===== src/rtl/ifr_pkg.sv =====
// ----------------------------------------------------------------------------
// ifr_pkg
// Types and line constants of the I-frame receiver.
// ----------------------------------------------------------------------------
package ifr_pkg;

  localparam logic [7:0] FLAG_BYTE = 8'h7E;
  localparam logic [7:0] ESC_BYTE  = 8'h7D;
  localparam logic [7:0] ESC_MASK  = 8'h20;
  localparam logic [7:0] CTRL_I0   = 8'h00;
  localparam logic [7:0] CTRL_I1   = 8'h80;

  // Receiver phase; the spare code behaves as hunting.
  typedef enum logic [1:0] {
    PH_HUNT = 2'd0,
    PH_HDR  = 2'd1,
    PH_BODY = 2'd2
  } phase_e;

  typedef enum logic [3:0] {
    ST_ACCEPTED  = 4'd0,
    ST_DUPLICATE = 4'd1,
    ST_TOO_LONG  = 4'd2,
    ST_TOO_SHORT = 4'd3,
    ST_BCC1      = 4'd4,
    ST_NOT_I     = 4'd5,
    ST_EMPTY     = 4'd6,
    ST_ESCAPE    = 4'd7,
    ST_OVERFLOW  = 4'd8,
    ST_BCC2      = 4'd9
  } status_e;

  typedef enum logic [1:0] {
    RPL_NONE = 2'd0,
    RPL_RR   = 2'd1,
    RPL_REJ  = 2'd2
  } reply_e;

  // Result item fields of fixed width (length travels beside it).
  typedef struct packed {
    logic       is_status;
    logic [7:0] data_byte;
    status_e    status;
    reply_e     reply_kind;
    logic       reply_bit;
    logic       frame_seq;
  } res_t;

endpackage


===== src/rtl/ifr_core.sv =====
// ----------------------------------------------------------------------------
// ifr_core
// Frame state and per-byte update: flag hunt, header latch, unstuffing,
// running XOR and end-of-frame verdict.
// ----------------------------------------------------------------------------
module ifr_core #(
  parameter int MAX_PAYLOAD = 256,
  parameter int MAX_FRAME   = 528,
  localparam int LenW       = $clog2(MAX_PAYLOAD + 1)
) (
  input  logic               clk_i,
  input  logic               rst_ni,
  input  logic               acc_i,
  input  logic [7:0]         byte_i,
  output logic               res_valid_o,
  output ifr_pkg::res_t      res_o,
  output logic [LenW-1:0]    res_len_o
);

  localparam int RawW  = $clog2(MAX_FRAME + 1);
  localparam int BodyW = $clog2(MAX_PAYLOAD + 2);

  ifr_pkg::phase_e  phase_q, phase_d;
  logic [RawW-1:0]  raw_q, raw_d;
  logic [7:0]       addr_q, addr_d;
  logic [7:0]       ctrl_q, ctrl_d;
  logic [7:0]       hchk_q, hchk_d;
  logic             esc_q, esc_d;
  logic [7:0]       held_q, held_d;
  logic [BodyW-1:0] body_q, body_d;
  logic [7:0]       xor_q, xor_d;
  logic             ovf_q, ovf_d;
  logic             exp_q, exp_d;

  logic             in_frame, is_flag, skip_flag, too_long, long_hit, closing;
  logic             body_byte, push, push_room, emit_data;
  logic [RawW-1:0]  raw_inc;
  logic [7:0]       val;
  logic             seq;

  ifr_pkg::status_e v_st;
  ifr_pkg::reply_e  v_kind;
  logic             v_bit, v_seq;
  logic [LenW-1:0]  v_len;

  // Byte decode
  assign in_frame  = (phase_q == ifr_pkg::PH_HDR) || (phase_q == ifr_pkg::PH_BODY);
  assign is_flag   = (byte_i == ifr_pkg::FLAG_BYTE);
  assign skip_flag = (phase_q == ifr_pkg::PH_HDR) && (raw_q == RawW'(1)) && is_flag;
  assign too_long  = (raw_q >= RawW'(MAX_FRAME));
  assign long_hit  = in_frame && !skip_flag && too_long;
  assign raw_inc   = raw_q + RawW'(1);
  assign closing   = in_frame && !skip_flag && !too_long && is_flag;
  assign body_byte = (phase_q == ifr_pkg::PH_BODY) && !too_long && !is_flag;
  assign push      = body_byte && (esc_q || (byte_i != ifr_pkg::ESC_BYTE));
  assign val       = esc_q ? (byte_i ^ ifr_pkg::ESC_MASK) : byte_i;
  assign push_room = (body_q < BodyW'(MAX_PAYLOAD + 1));
  assign emit_data = push && !ovf_q && push_room && (body_q != '0);
  assign seq       = (ctrl_q == ifr_pkg::CTRL_I1);

  // End-of-frame verdict, in check order
  always_comb begin
    v_st   = ifr_pkg::ST_ACCEPTED;
    v_kind = ifr_pkg::RPL_NONE;
    v_bit  = 1'b0;
    v_seq  = seq;
    v_len  = '0;
    if (raw_inc < RawW'(5)) begin
      v_st  = ifr_pkg::ST_TOO_SHORT;
      v_seq = 1'b0;
    end else if (hchk_q != (addr_q ^ ctrl_q)) begin
      v_st = ifr_pkg::ST_BCC1;
    end else if ((ctrl_q != ifr_pkg::CTRL_I0) && (ctrl_q != ifr_pkg::CTRL_I1)) begin
      v_st = ifr_pkg::ST_NOT_I;
    end else if ((raw_inc == RawW'(5)) || ovf_q || esc_q || (body_q == '0) ||
                 (xor_q != 8'h00)) begin
      v_kind = ifr_pkg::RPL_REJ;
      v_bit  = exp_q;
      if (raw_inc == RawW'(5))  v_st = ifr_pkg::ST_EMPTY;
      else if (ovf_q)           v_st = ifr_pkg::ST_OVERFLOW;
      else if (esc_q)           v_st = ifr_pkg::ST_ESCAPE;
      else if (body_q == '0)    v_st = ifr_pkg::ST_EMPTY;
      else                      v_st = ifr_pkg::ST_BCC2;
    end else if (seq == exp_q) begin
      v_st   = ifr_pkg::ST_ACCEPTED;
      v_kind = ifr_pkg::RPL_RR;
      v_bit  = ~exp_q;
      v_len  = LenW'(body_q - BodyW'(1));
    end else begin
      v_st   = ifr_pkg::ST_DUPLICATE;
      v_kind = ifr_pkg::RPL_RR;
      v_bit  = exp_q;
    end
  end

  // Next state
  always_comb begin
    phase_d = phase_q;
    raw_d   = raw_q;
    addr_d  = addr_q;
    ctrl_d  = ctrl_q;
    hchk_d  = hchk_q;
    esc_d   = esc_q;
    held_d  = held_q;
    body_d  = body_q;
    xor_d   = xor_q;
    ovf_d   = ovf_q;
    exp_d   = exp_q;
    if (acc_i) begin
      case (phase_q)
        ifr_pkg::PH_HDR, ifr_pkg::PH_BODY: begin
          if (!skip_flag) begin
            if (too_long) begin
              phase_d = ifr_pkg::PH_HUNT;
            end else begin
              raw_d = raw_inc;
              if (is_flag) begin
                phase_d = ifr_pkg::PH_HUNT;
                if ((v_st == ifr_pkg::ST_ACCEPTED) && (v_kind == ifr_pkg::RPL_RR)) begin
                  exp_d = ~exp_q;
                end
              end else if (phase_q == ifr_pkg::PH_HDR) begin
                if (raw_inc == RawW'(2)) begin
                  addr_d = byte_i;
                end else if (raw_inc == RawW'(3)) begin
                  ctrl_d = byte_i;
                end else begin
                  hchk_d  = byte_i;
                  phase_d = ifr_pkg::PH_BODY;
                end
              end else begin
                if (esc_q) esc_d = 1'b0;
                else if (byte_i == ifr_pkg::ESC_BYTE) esc_d = 1'b1;
                if (push && !ovf_q) begin
                  if (!push_room) begin
                    ovf_d = 1'b1;
                  end else begin
                    held_d = val;
                    body_d = body_q + BodyW'(1);
                    xor_d  = xor_q ^ val;
                  end
                end
              end
            end
          end
        end
        default: begin
          if (is_flag) begin
            phase_d = ifr_pkg::PH_HDR;
            raw_d   = RawW'(1);
            addr_d  = '0;
            ctrl_d  = '0;
            hchk_d  = '0;
            esc_d   = 1'b0;
            held_d  = '0;
            body_d  = '0;
            xor_d   = '0;
            ovf_d   = 1'b0;
          end
        end
      endcase
    end
  end

  // Result item
  always_comb begin
    res_valid_o = acc_i && (long_hit || closing || emit_data);
    res_o       = '0;
    res_len_o   = '0;
    if (long_hit) begin
      res_o.is_status = 1'b1;
      res_o.status    = ifr_pkg::ST_TOO_LONG;
    end else if (closing) begin
      res_o.is_status  = 1'b1;
      res_o.status     = v_st;
      res_o.reply_kind = v_kind;
      res_o.reply_bit  = v_bit;
      res_o.frame_seq  = v_seq;
      res_len_o        = v_len;
    end else if (emit_data) begin
      res_o.data_byte = held_q;
    end
  end

  always_ff @(posedge clk_i or negedge rst_ni) begin
    if (!rst_ni) begin
      phase_q <= ifr_pkg::PH_HUNT;
      raw_q   <= '0;
      addr_q  <= '0;
      ctrl_q  <= '0;
      hchk_q  <= '0;
      esc_q   <= 1'b0;
      held_q  <= '0;
      body_q  <= '0;
      xor_q   <= '0;
      ovf_q   <= 1'b0;
      exp_q   <= 1'b0;
    end else begin
      phase_q <= phase_d;
      raw_q   <= raw_d;
      addr_q  <= addr_d;
      ctrl_q  <= ctrl_d;
      hchk_q  <= hchk_d;
      esc_q   <= esc_d;
      held_q  <= held_d;
      body_q  <= body_d;
      xor_q   <= xor_d;
      ovf_q   <= ovf_d;
      exp_q   <= exp_d;
    end
  end

endmodule


===== src/rtl/ifr_outbuf.sv =====
// ----------------------------------------------------------------------------
// ifr_outbuf
// Result register with one skid entry; upstream stall is registered.
// ----------------------------------------------------------------------------
module ifr_outbuf #(
  parameter int Width = 26
) (
  input  logic             clk_i,
  input  logic             rst_ni,
  input  logic             push_i,
  input  logic [Width-1:0] push_data_i,
  output logic             full_o,
  output logic             out_valid_o,
  input  logic             out_stall_i,
  output logic [Width-1:0] out_data_o
);

  logic             out_valid_q, out_valid_d;
  logic             skid_valid_q, skid_valid_d;
  logic [Width-1:0] out_q, out_d;
  logic [Width-1:0] skid_q, skid_d;
  logic             take;

  assign take = out_valid_q && !out_stall_i;

  always_comb begin
    out_valid_d  = out_valid_q;
    skid_valid_d = skid_valid_q;
    out_d        = out_q;
    skid_d       = skid_q;
    if (skid_valid_q) begin
      if (take) begin
        out_d        = skid_q;
        skid_valid_d = 1'b0;
      end
    end else if (push_i) begin
      if (!out_valid_q || take) begin
        out_d       = push_data_i;
        out_valid_d = 1'b1;
      end else begin
        skid_d       = push_data_i;
        skid_valid_d = 1'b1;
      end
    end else if (take) begin
      out_valid_d = 1'b0;
    end
  end

  always_ff @(posedge clk_i or negedge rst_ni) begin
    if (!rst_ni) begin
      out_valid_q  <= 1'b0;
      skid_valid_q <= 1'b0;
    end else begin
      out_valid_q  <= out_valid_d;
      skid_valid_q <= skid_valid_d;
    end
  end

  always_ff @(posedge clk_i) begin
    out_q  <= out_d;
    skid_q <= skid_d;
  end

  assign full_o      = skid_valid_q;
  assign out_valid_o = out_valid_q;
  assign out_data_o  = out_q;

endmodule


===== src/rtl/info_frame_receiver.sv =====
// ----------------------------------------------------------------------------
// info_frame_receiver
// Byte-stuffed I-frame receiver with stop-and-wait sequencing.
// ----------------------------------------------------------------------------
//
//   channel | valid       | stall       | payload
//   --------+-------------+-------------+------------------------------------
//   in      | in_valid_i  | in_stall_o  | rx_byte_i
//   out     | out_valid_o | out_stall_i | is_status_o, data_byte_o, status_o,
//           |             |             | payload_length_o, reply_kind_o,
//           |             |             | reply_bit_o, frame_seq_o
//
// One line byte is taken per cycle while in_stall_o is low; the frame state
// updates at that edge and any result is registered (output register, or
// skid entry while held). in_stall_o is the registered skid-full flag, so
// a stalled consumer holds off the line after two results back up.
// Reset (async, active low) clears the frame state, the expected sequence
// bit and both output entries; the block hunts for a flag afterwards.
//
// Data items trail the line by one body byte; the trailing BCC2 never
// leaves. The status item closes every frame.
// ----------------------------------------------------------------------------
module info_frame_receiver #(
  parameter int MAX_PAYLOAD = 256,
  parameter int MAX_FRAME   = 528,
  localparam int LenW       = $clog2(MAX_PAYLOAD + 1)
) (
  input  logic            clk_i,
  input  logic            rst_ni,
  // line side
  input  logic            in_valid_i,
  output logic            in_stall_o,
  input  logic [7:0]      rx_byte_i,
  // result side
  output logic            out_valid_o,
  input  logic            out_stall_i,
  output logic            is_status_o,
  output logic [7:0]      data_byte_o,
  output logic [3:0]      status_o,
  output logic [LenW-1:0] payload_length_o,
  output logic [1:0]      reply_kind_o,
  output logic            reply_bit_o,
  output logic            frame_seq_o
);

  localparam int ResW = LenW + 17;

  logic            acc;
  logic            res_valid;
  ifr_pkg::res_t   res;
  logic [LenW-1:0] res_len;
  logic [ResW-1:0] res_vec, out_vec;
  logic            ob_full;

  // item taken only while the skid entry is free
  assign in_stall_o = ob_full;
  assign acc        = in_valid_i && !ob_full;

  ifr_core #(
    .MAX_PAYLOAD (MAX_PAYLOAD),
    .MAX_FRAME   (MAX_FRAME)
  ) u_core (
    .clk_i       (clk_i),
    .rst_ni      (rst_ni),
    .acc_i       (acc),
    .byte_i      (rx_byte_i),
    .res_valid_o (res_valid),
    .res_o       (res),
    .res_len_o   (res_len)
  );

  // flat layout: is_status | data | status | length | kind | bit | seq
  assign res_vec = {res.is_status, res.data_byte, res.status, res_len,
                    res.reply_kind, res.reply_bit, res.frame_seq};

  ifr_outbuf #(
    .Width (ResW)
  ) u_outbuf (
    .clk_i       (clk_i),
    .rst_ni      (rst_ni),
    .push_i      (res_valid),
    .push_data_i (res_vec),
    .full_o      (ob_full),
    .out_valid_o (out_valid_o),
    .out_stall_i (out_stall_i),
    .out_data_o  (out_vec)
  );

  assign frame_seq_o      = out_vec[0];
  assign reply_bit_o      = out_vec[1];
  assign reply_kind_o     = out_vec[3:2];
  assign payload_length_o = out_vec[LenW+3:4];
  assign status_o         = out_vec[LenW+7:LenW+4];
  assign data_byte_o      = out_vec[LenW+15:LenW+8];
  assign is_status_o      = out_vec[LenW+16];

endmodule


===== config.mk =====
export PLATFORM = sky130hd
export DESIGN_NAME = info_frame_receiver
export DESIGN_NICKNAME = d
export VERILOG_FILES = /design/src/rtl/ifr_pkg.sv /design/src/rtl/ifr_core.sv /design/src/rtl/ifr_outbuf.sv /design/src/rtl/info_frame_receiver.sv
export SDC_FILE = /design/constraint.sdc
export NUM_CORES = 1
export LEC_CHECK = 0
export BUFFER_PORTS_ARGS = -buffer_cell sky130_fd_sc_hd__buf_2
export CAP_MARGIN = 20
export CORE_ASPECT_RATIO = 1.1
export CORE_MARGIN = 2
export CORE_UTILIZATION = 45
export CTS_BUF_LIST = sky130_fd_sc_hd__clkbuf_8
export DETAILED_ROUTE_END_ITERATION = 10
export SLEW_MARGIN = 20
export SYNTH_ARGS = -nofsm -noshare
export SYNTH_HDL_FRONTEND = slang
export SYNTH_HIERARCHICAL = 1
export SYNTH_SLANG_ARGS = --single-unit

===== constraint.sdc =====
create_clock -name clk_i -period 5.9 [get_ports clk_i]
set_input_delay 0.295 -clock clk_i [delete_from_list [all_inputs] [get_ports clk_i]]
set_output_delay 0.295 -clock clk_i [all_outputs]
set_load 0.05 [all_outputs]

==> results of run 1 <==
==> cells by family after synthesis <==
family	synth area share (%)
AND/OR/NAND/NOR	18.1
flip-flops	51.5
AO/OA/AOI/OAI	12.0
buffers and inverters	3.39
multiplexers	9.30
XOR/XNOR	3.85
adder cells (fa/ha/maj)	1.80
==> power by group through the flow <==
| stage | clock [mW] | sequential, mW | combinational, mW |
|---|---|---|---|
| 3_5_place_dp | 0 | 1.02 | 0.476 |
| 6_report | 0.634 | 1.01 | 0.478 |
| 3_3_place_gp | 0 | 1.02 | 0.468 |
| 5_1_grt | 0.687 | 1.02 | 0.538 |
| 4_1_cts | 0.653 | 1.01 | 0.479 |
| 2_1_floorplan | 0 | 1.02 | 0.356 |
==> cells in the mapped netlist (all sizes together), types with 10 or more instances <==
cell    number  share of area [%]
nor2b       14                1.5
nor4        13                1.5
edfxtp      52                 25
a21oi       13                1.1
and2        11                1.1
inv         16               0.96
o21ai       39                3.1
nor3b       16                1.9
a211o       10                1.4
dfrtp       66                 26
buf         13                1.5
clkbuf      15               0.90
nor2        20                1.2
nand3       10               0.80
mux2        42                9.1
nand2       51                3.1
==> how the worst max path moves through the flow <==
stage,start,to,depth (start not counted)
finish,u_core/body_q[0],u_outbuf/skid_q[13],8
global route,u_core/body_q[0],u_outbuf/skid_q[13],8
CTS,u_core/body_q[0],u_outbuf/skid_q[13],8
detailed placement,u_core/body_q[0],u_outbuf/skid_q[8],8
global placement,u_core/body_q[0],u_outbuf/skid_q[4],8
floorplan,u_core/body_q[0],u_outbuf/skid_q[0],8
==> flip-flops by register name, summed over array words and instances (netlist names) <==
name / cells
u_outbuf/out_data_o: 26
u_outbuf/out_valid_o: 1
u_core/xor_q: 8
u_core/hchk_q: 8
u_core/body_q: 9
u_core/raw_q: 10
u_outbuf/full_o: 1
u_core/addr_q: 8
u_core/phase_q: 2
u_core/esc_q: 1
u_core/exp_q: 1
u_outbuf/skid_q: 26
u_core/held_q: 8
u_core/ctrl_q: 8
u_core/ovf_q: 1
==> layout make-up <==
cell class	count	share of cell area, %
multi-input cells	369	41.0
flip-flops and latches	118	46.7
clock inverters	14	1.49
inverters	16	0.872
well taps	188	3.42
clock buffers	17	3.40
repair buffers	42	3.16
==> cells in the final DEF, fill, tap and decap left out, types with 6 or more instances in the layout <==
cell type	count
nand3_1	10
and3_1	7
nor2_1	19
inv_1	16
edfxtp_1	52
nand4_1	9
ha_1	9
o31ai_1	7
clkbuf_8	17
o21ai_1	6
buf_2	39
o21ai_0	33
nor3b_1	16
nor3_1	9
xnor3_1	6
and2_1	11
a211o_1	10
a221o_1	7
a21oi_1	12
nor2b_1	13
nand2b_1	7
nor4_1	11
dfrtp_1	65
nand2_1	51
mux2_2	16
mux2_4	26
xnor2_1	8
==> routing by layer <==
| layer | share of wire, % | vias to the layer above | track usage, % |
|---|---|---|---|
| met2 | 46 | 89 | 28.3 |
| met1 | 48 | 2022 | 24.4 |
| met4 | 1.8 | 0 | 6.44 |
| met5 | 0 | - | 0 |
| li1 | - | 2043 | - |
| met3 | 3.5 | 17 | 4.89 |
==> run metrics, run 1 <==
critical path type=reg2reg; Chip Width=between 100 and 150 microns; Clock Skews=0.0135 ns; crit-path cells=or4_4 > or3_4 > or3_4 > a21bo_4 > nor3_1 > o21a_1 > nand2b_4 > nor2_4; largest net degree at the start of global routing=67; Synth async-reset ratio=55.9%; startpoint types=register; CP bufs+invs=0; Sw Pwr=0.733 mW; core footprint=13700 sq um; final setup fails=0; Slew Limit Headroom=40.8%; number of global-route vias before repair=around 4100; RR Startpoint=u_core/body_q[0]; Static Leak=between 2 and 3 nW; Die Area=14800 sq um; CTS H-Tree Depth=4; Nets=585; Setup WS post-layout=2.11 ns; final slew viol count=0; starting density of the core=45.6%; number of synthesized register bits=118; status=finished clean; DPL Wire Length=8.62 mm; worst slew pin tran=0.888 ns; post-CTS resize count=0; CP dominant cell by count=or3_4; final setup TNS=0 ns; RSZ-0062 raised after global routing=false; # IOs=40; top_reg_cell synth=dfrtp_1; Synth Instances=531; final worst-path cycle share=between 60% and 70%; Area after DPL=6550 sq um; Ys Warns=6; total power=2.12 mW; Switching Fraction=34.6%; first-iteration detailed-routing DRC count=269; Crit path arrival time=3.85 ns; Layout fillers=1221; layout cell share with drive strength beyond 1=a little under a quarter; sequential cell area=3210 sq um; fin util=50.3%; placed cells=733; row count=45; Max Clock Freq=0.264 GHz; multi-input logic area=approximately 2800 sq um; wirelength, routed=12.5 mm; CP max stage delay=0.56 ns; maximum clock path buffer count=2; Critical Path Slowest Stage Cell=nor2_4; CTS clk-pin slew, worst paths=0.08 ns; drt via density=5.46; combinational share of power=22.6%; WP data required=about 6.0 ns; Place WS=2.13 ns; sequential share of power=47.5%; Num CTS Buffers=17; GRT Overall Usage=a little under a fifth; Net Count, Synth=552; FF-to-FF path depth=8; sequential cell area fraction in the yosys report=between 50% and 60%; Clk pwr share=29.9%; Tmin final=between 3 and 4 ns; DRC violations left=0; GP Congestion=a little over 0.8; CP Capture Type=register; CTS tree=yes; hold_ws=0.0552 ns; initial antenna violation count=0; Cell Pwr Density=308 nW/um^2; Design Area, Final=6890 sq um; area grow syn2layout=10.4%; worst vdd ir=142 uV; capture point of the worst reg-to-reg path=u_outbuf/skid_q[13]; Final Hold Viols=0; IO Port Bufs=39; antenna-violating nets left=0; worst skew pair latency=roughly 0.44 ns; Unique masters post-synth=68; internal power=1.39 mW; setup bufs post-CTS=0; ant diodes=0; R2R setup slack=between 2 and 2.5 ns; TritonRoute pass-1 iters=5; vias=4171; cell area after synthesis=6240 sq um; hold buffer count at CTS=0; Worst path top cell family by delay=simple AND/OR/NAND/NOR gates; syn_area_per_cell=11.8 sq um; type of the tightest min-delay check=in2async; die height=~130 microns; gr ovfl total=0; first-pass GRT wire length=20.7 mm; root buf cell=clkbuf_8; Cell Count, Final, Fillers Out=about 760; CTS sink cnt=118; Post-synth EDFFs=52; WL per Instance=approximately 16 microns; total of max-cap violations=0; worst-path maximum fanout=26
(Power assumes the default switching activity.)
==> run 2, diff against run 1 <==
==> constraint.sdc (replaced) <==
create_clock -name clk_i -period 3.2 [get_ports clk_i]
set_input_delay 0.16 -clock clk_i [delete_from_list [all_inputs] [get_ports clk_i]]
set_output_delay 0.16 -clock clk_i [all_outputs]
set_load 0.05 [all_outputs]
==> run 2 against run 1 <==
Design area grew 4.0%; largest cell class unchanged; critical path type unchanged; count of clock-buffer cells in the layout is the same; flip-flop and latch count is the same; fmax grew 26%; register-to-register slack lost 1.9 ns; die area is the same; power grew 93%; largest power group unchanged; worst hold slack lost 0.0098 ns; highest routed layer unchanged; sequential power grew 83%.
==> run metrics, run 2 (synthesis results as in run 1) <==
total of max-cap violations=0; Hold Crit Start=rx_byte_i[4]; GP Congestion=~0.85; CP startpoint=u_core/body_q[3]; Place WS=~0.20 ns; leading cell type in the layout, fill and taps excluded=dfrtp_1; Area after DPL=6730 sq um; GRT Overall Usage=19.4%; routing usage on met3=3.98%; first-iteration detailed-routing DRC count=approximately 290; fin util=a little over half; Slew Limit Headroom=42.4%; Final Hold Viols=0; hold_ws=0.0454 ns; status=finished clean; Cell Pwr Density=about 570 nW/um^2; RR Startpoint=u_core/body_q[3]; Clock Skews=0.0147 ns; DRC violations left=0; CP bufs+invs=1; startpoint types=register; CP dominant cell by count=or3_4; final setup TNS=0 ns; Crit path arrival time=3.14 ns; grt met2 use=30.1%; number of global-route vias before repair=4248; WP data required=3.34 ns; die height=128 microns; maximum clock path buffer count=2; worst slew pin tran=0.859 ns; starting density of the core=45.6%; CTS clk-pin slew, worst paths=0.07 ns; Setup WS post-layout=slightly below 0.2 ns; antenna-violating nets left=0; wirelength, routed=around 13 mm; Max Clock Freq=0.333 GHz; IO Port Bufs=39; worst vdd ir=between 300 and 400 uV; CTS sink cnt=118; vias=around 4300; placed cells=750; # IOs=40; largest net degree at the start of global routing=43; Die Area=14800 sq um; drt via density=5.48; CTS H-Tree Depth=4; Nets=607; root buf cell=clkbuf_8; RSZ-0062 raised after global routing=false; CTS tree=yes; final setup fails=0; met1 track demand over resource=27.0%; R2R setup slack=around 0.20 ns; Num CTS Buffers=17; CP max stage delay=about 0.52 ns; Static Leak=2.90 nW; row count=45; critical path type=reg2reg; DPL Wire Length=9.35 mm; gr ovfl total=0; area grow syn2layout=14.7%; commonest cells after routing, fill and taps aside=dfrtp_1, edfxtp_1, nand2_1; WL per Instance=16.9 microns; final worst-path cycle share=93.8%; Tmin final=between 3 and 4 ns; Chip Width=116 microns; CP Capture Type=register; total power=around 4 mW; final slew viol count=0; Critical Path Slowest Stage Cell=or4_4; crit-path cells=or4_4 > or3_4 > or3_4 > a21bo_4 > nor3_4 > o21a_1 > nand2b_4 > a21boi_4 > buf_12; TritonRoute pass-1 iters=5; worst skew pair latency=between 0.4 and 0.5 ns; Cell Count, Final, Fillers Out=787; Design Area, Final=7160 sq um; type of the tightest min-delay check=in2reg; layout cell share with drive strength beyond 1=between 20% and 30%; core footprint=13700 sq um; Most Crowded Layer GR=met2; ant diodes=0; first-pass GRT wire length=22.1 mm; worst-path maximum fanout=26; Worst path top cell family by delay=simple AND/OR/NAND/NOR gates; initial antenna violation count=0
[run 2: cell count changes in the layout (fill, tap and decap cells not counted), sizes merged]
cell,change
dlygate4sd3,+5
inv,+1
buf,+17
bufinv,+1
clkinv,-1
[run 2: path summary, 6_finish.rpt]
path | to | cells past startpoint
min reg2reg | u_core/held_q[7] | 2
max reg2reg | u_outbuf/out_data_o[15] | 9
min | u_core/hchk_q[4] | 3
min in group asynchronous | u_core/ctrl_q[1] | 2
max in group asynchronous | u_core/xor_q[2] | 3
max | u_outbuf/out_data_o[15] | 9
[run 2: area by class of cell]
cell class | count | area [sq um]
Clock buffer | 17 | 234
Clock inverter | 15 | 130
Fill cell | 1215 | 6520
Inverter | 16 | 60.1
Multi-Input combinational cell | 369 | 2850
Sequential cell | 118 | 3220
Tap cell | 188 | 235
Timing Repair Buffer | 64 | 433
[run 2: tightest hold or removal path, cell delays in order]
cell,delay (ns)
buf_2,0.16
nand2_1,0.06
o21ai_0,0.06
[run 2: layer usage]
metal	wire length [microns]	share of wire (%)	vias to the layer above
met5	0	0	-
met4	82	0.62	0
li1	-	-	2087
met3	466	3.5	6
met1	6350	48	2130
met2	6390	48	86
[run 2: report_power, final]
group / switching, mW / internal, mW
clock: 0.645 / 0.614
sequential: 0.154 / 1.70
combinational: 0.596 / 0.389
total: 1.40 / 2.70
[run 2: what timing repair did]
| action | 4_1_cts | 5_1_grt |
|---|---|---|
| endpoints found under the setup margin | 0 | 16 |
| resized for setup | 0 | 4 |
| endpoints found under the hold margin | 33 | 0 |
| hold buffers | 5 | 0 |
| setup buffers | 0 | 0 |
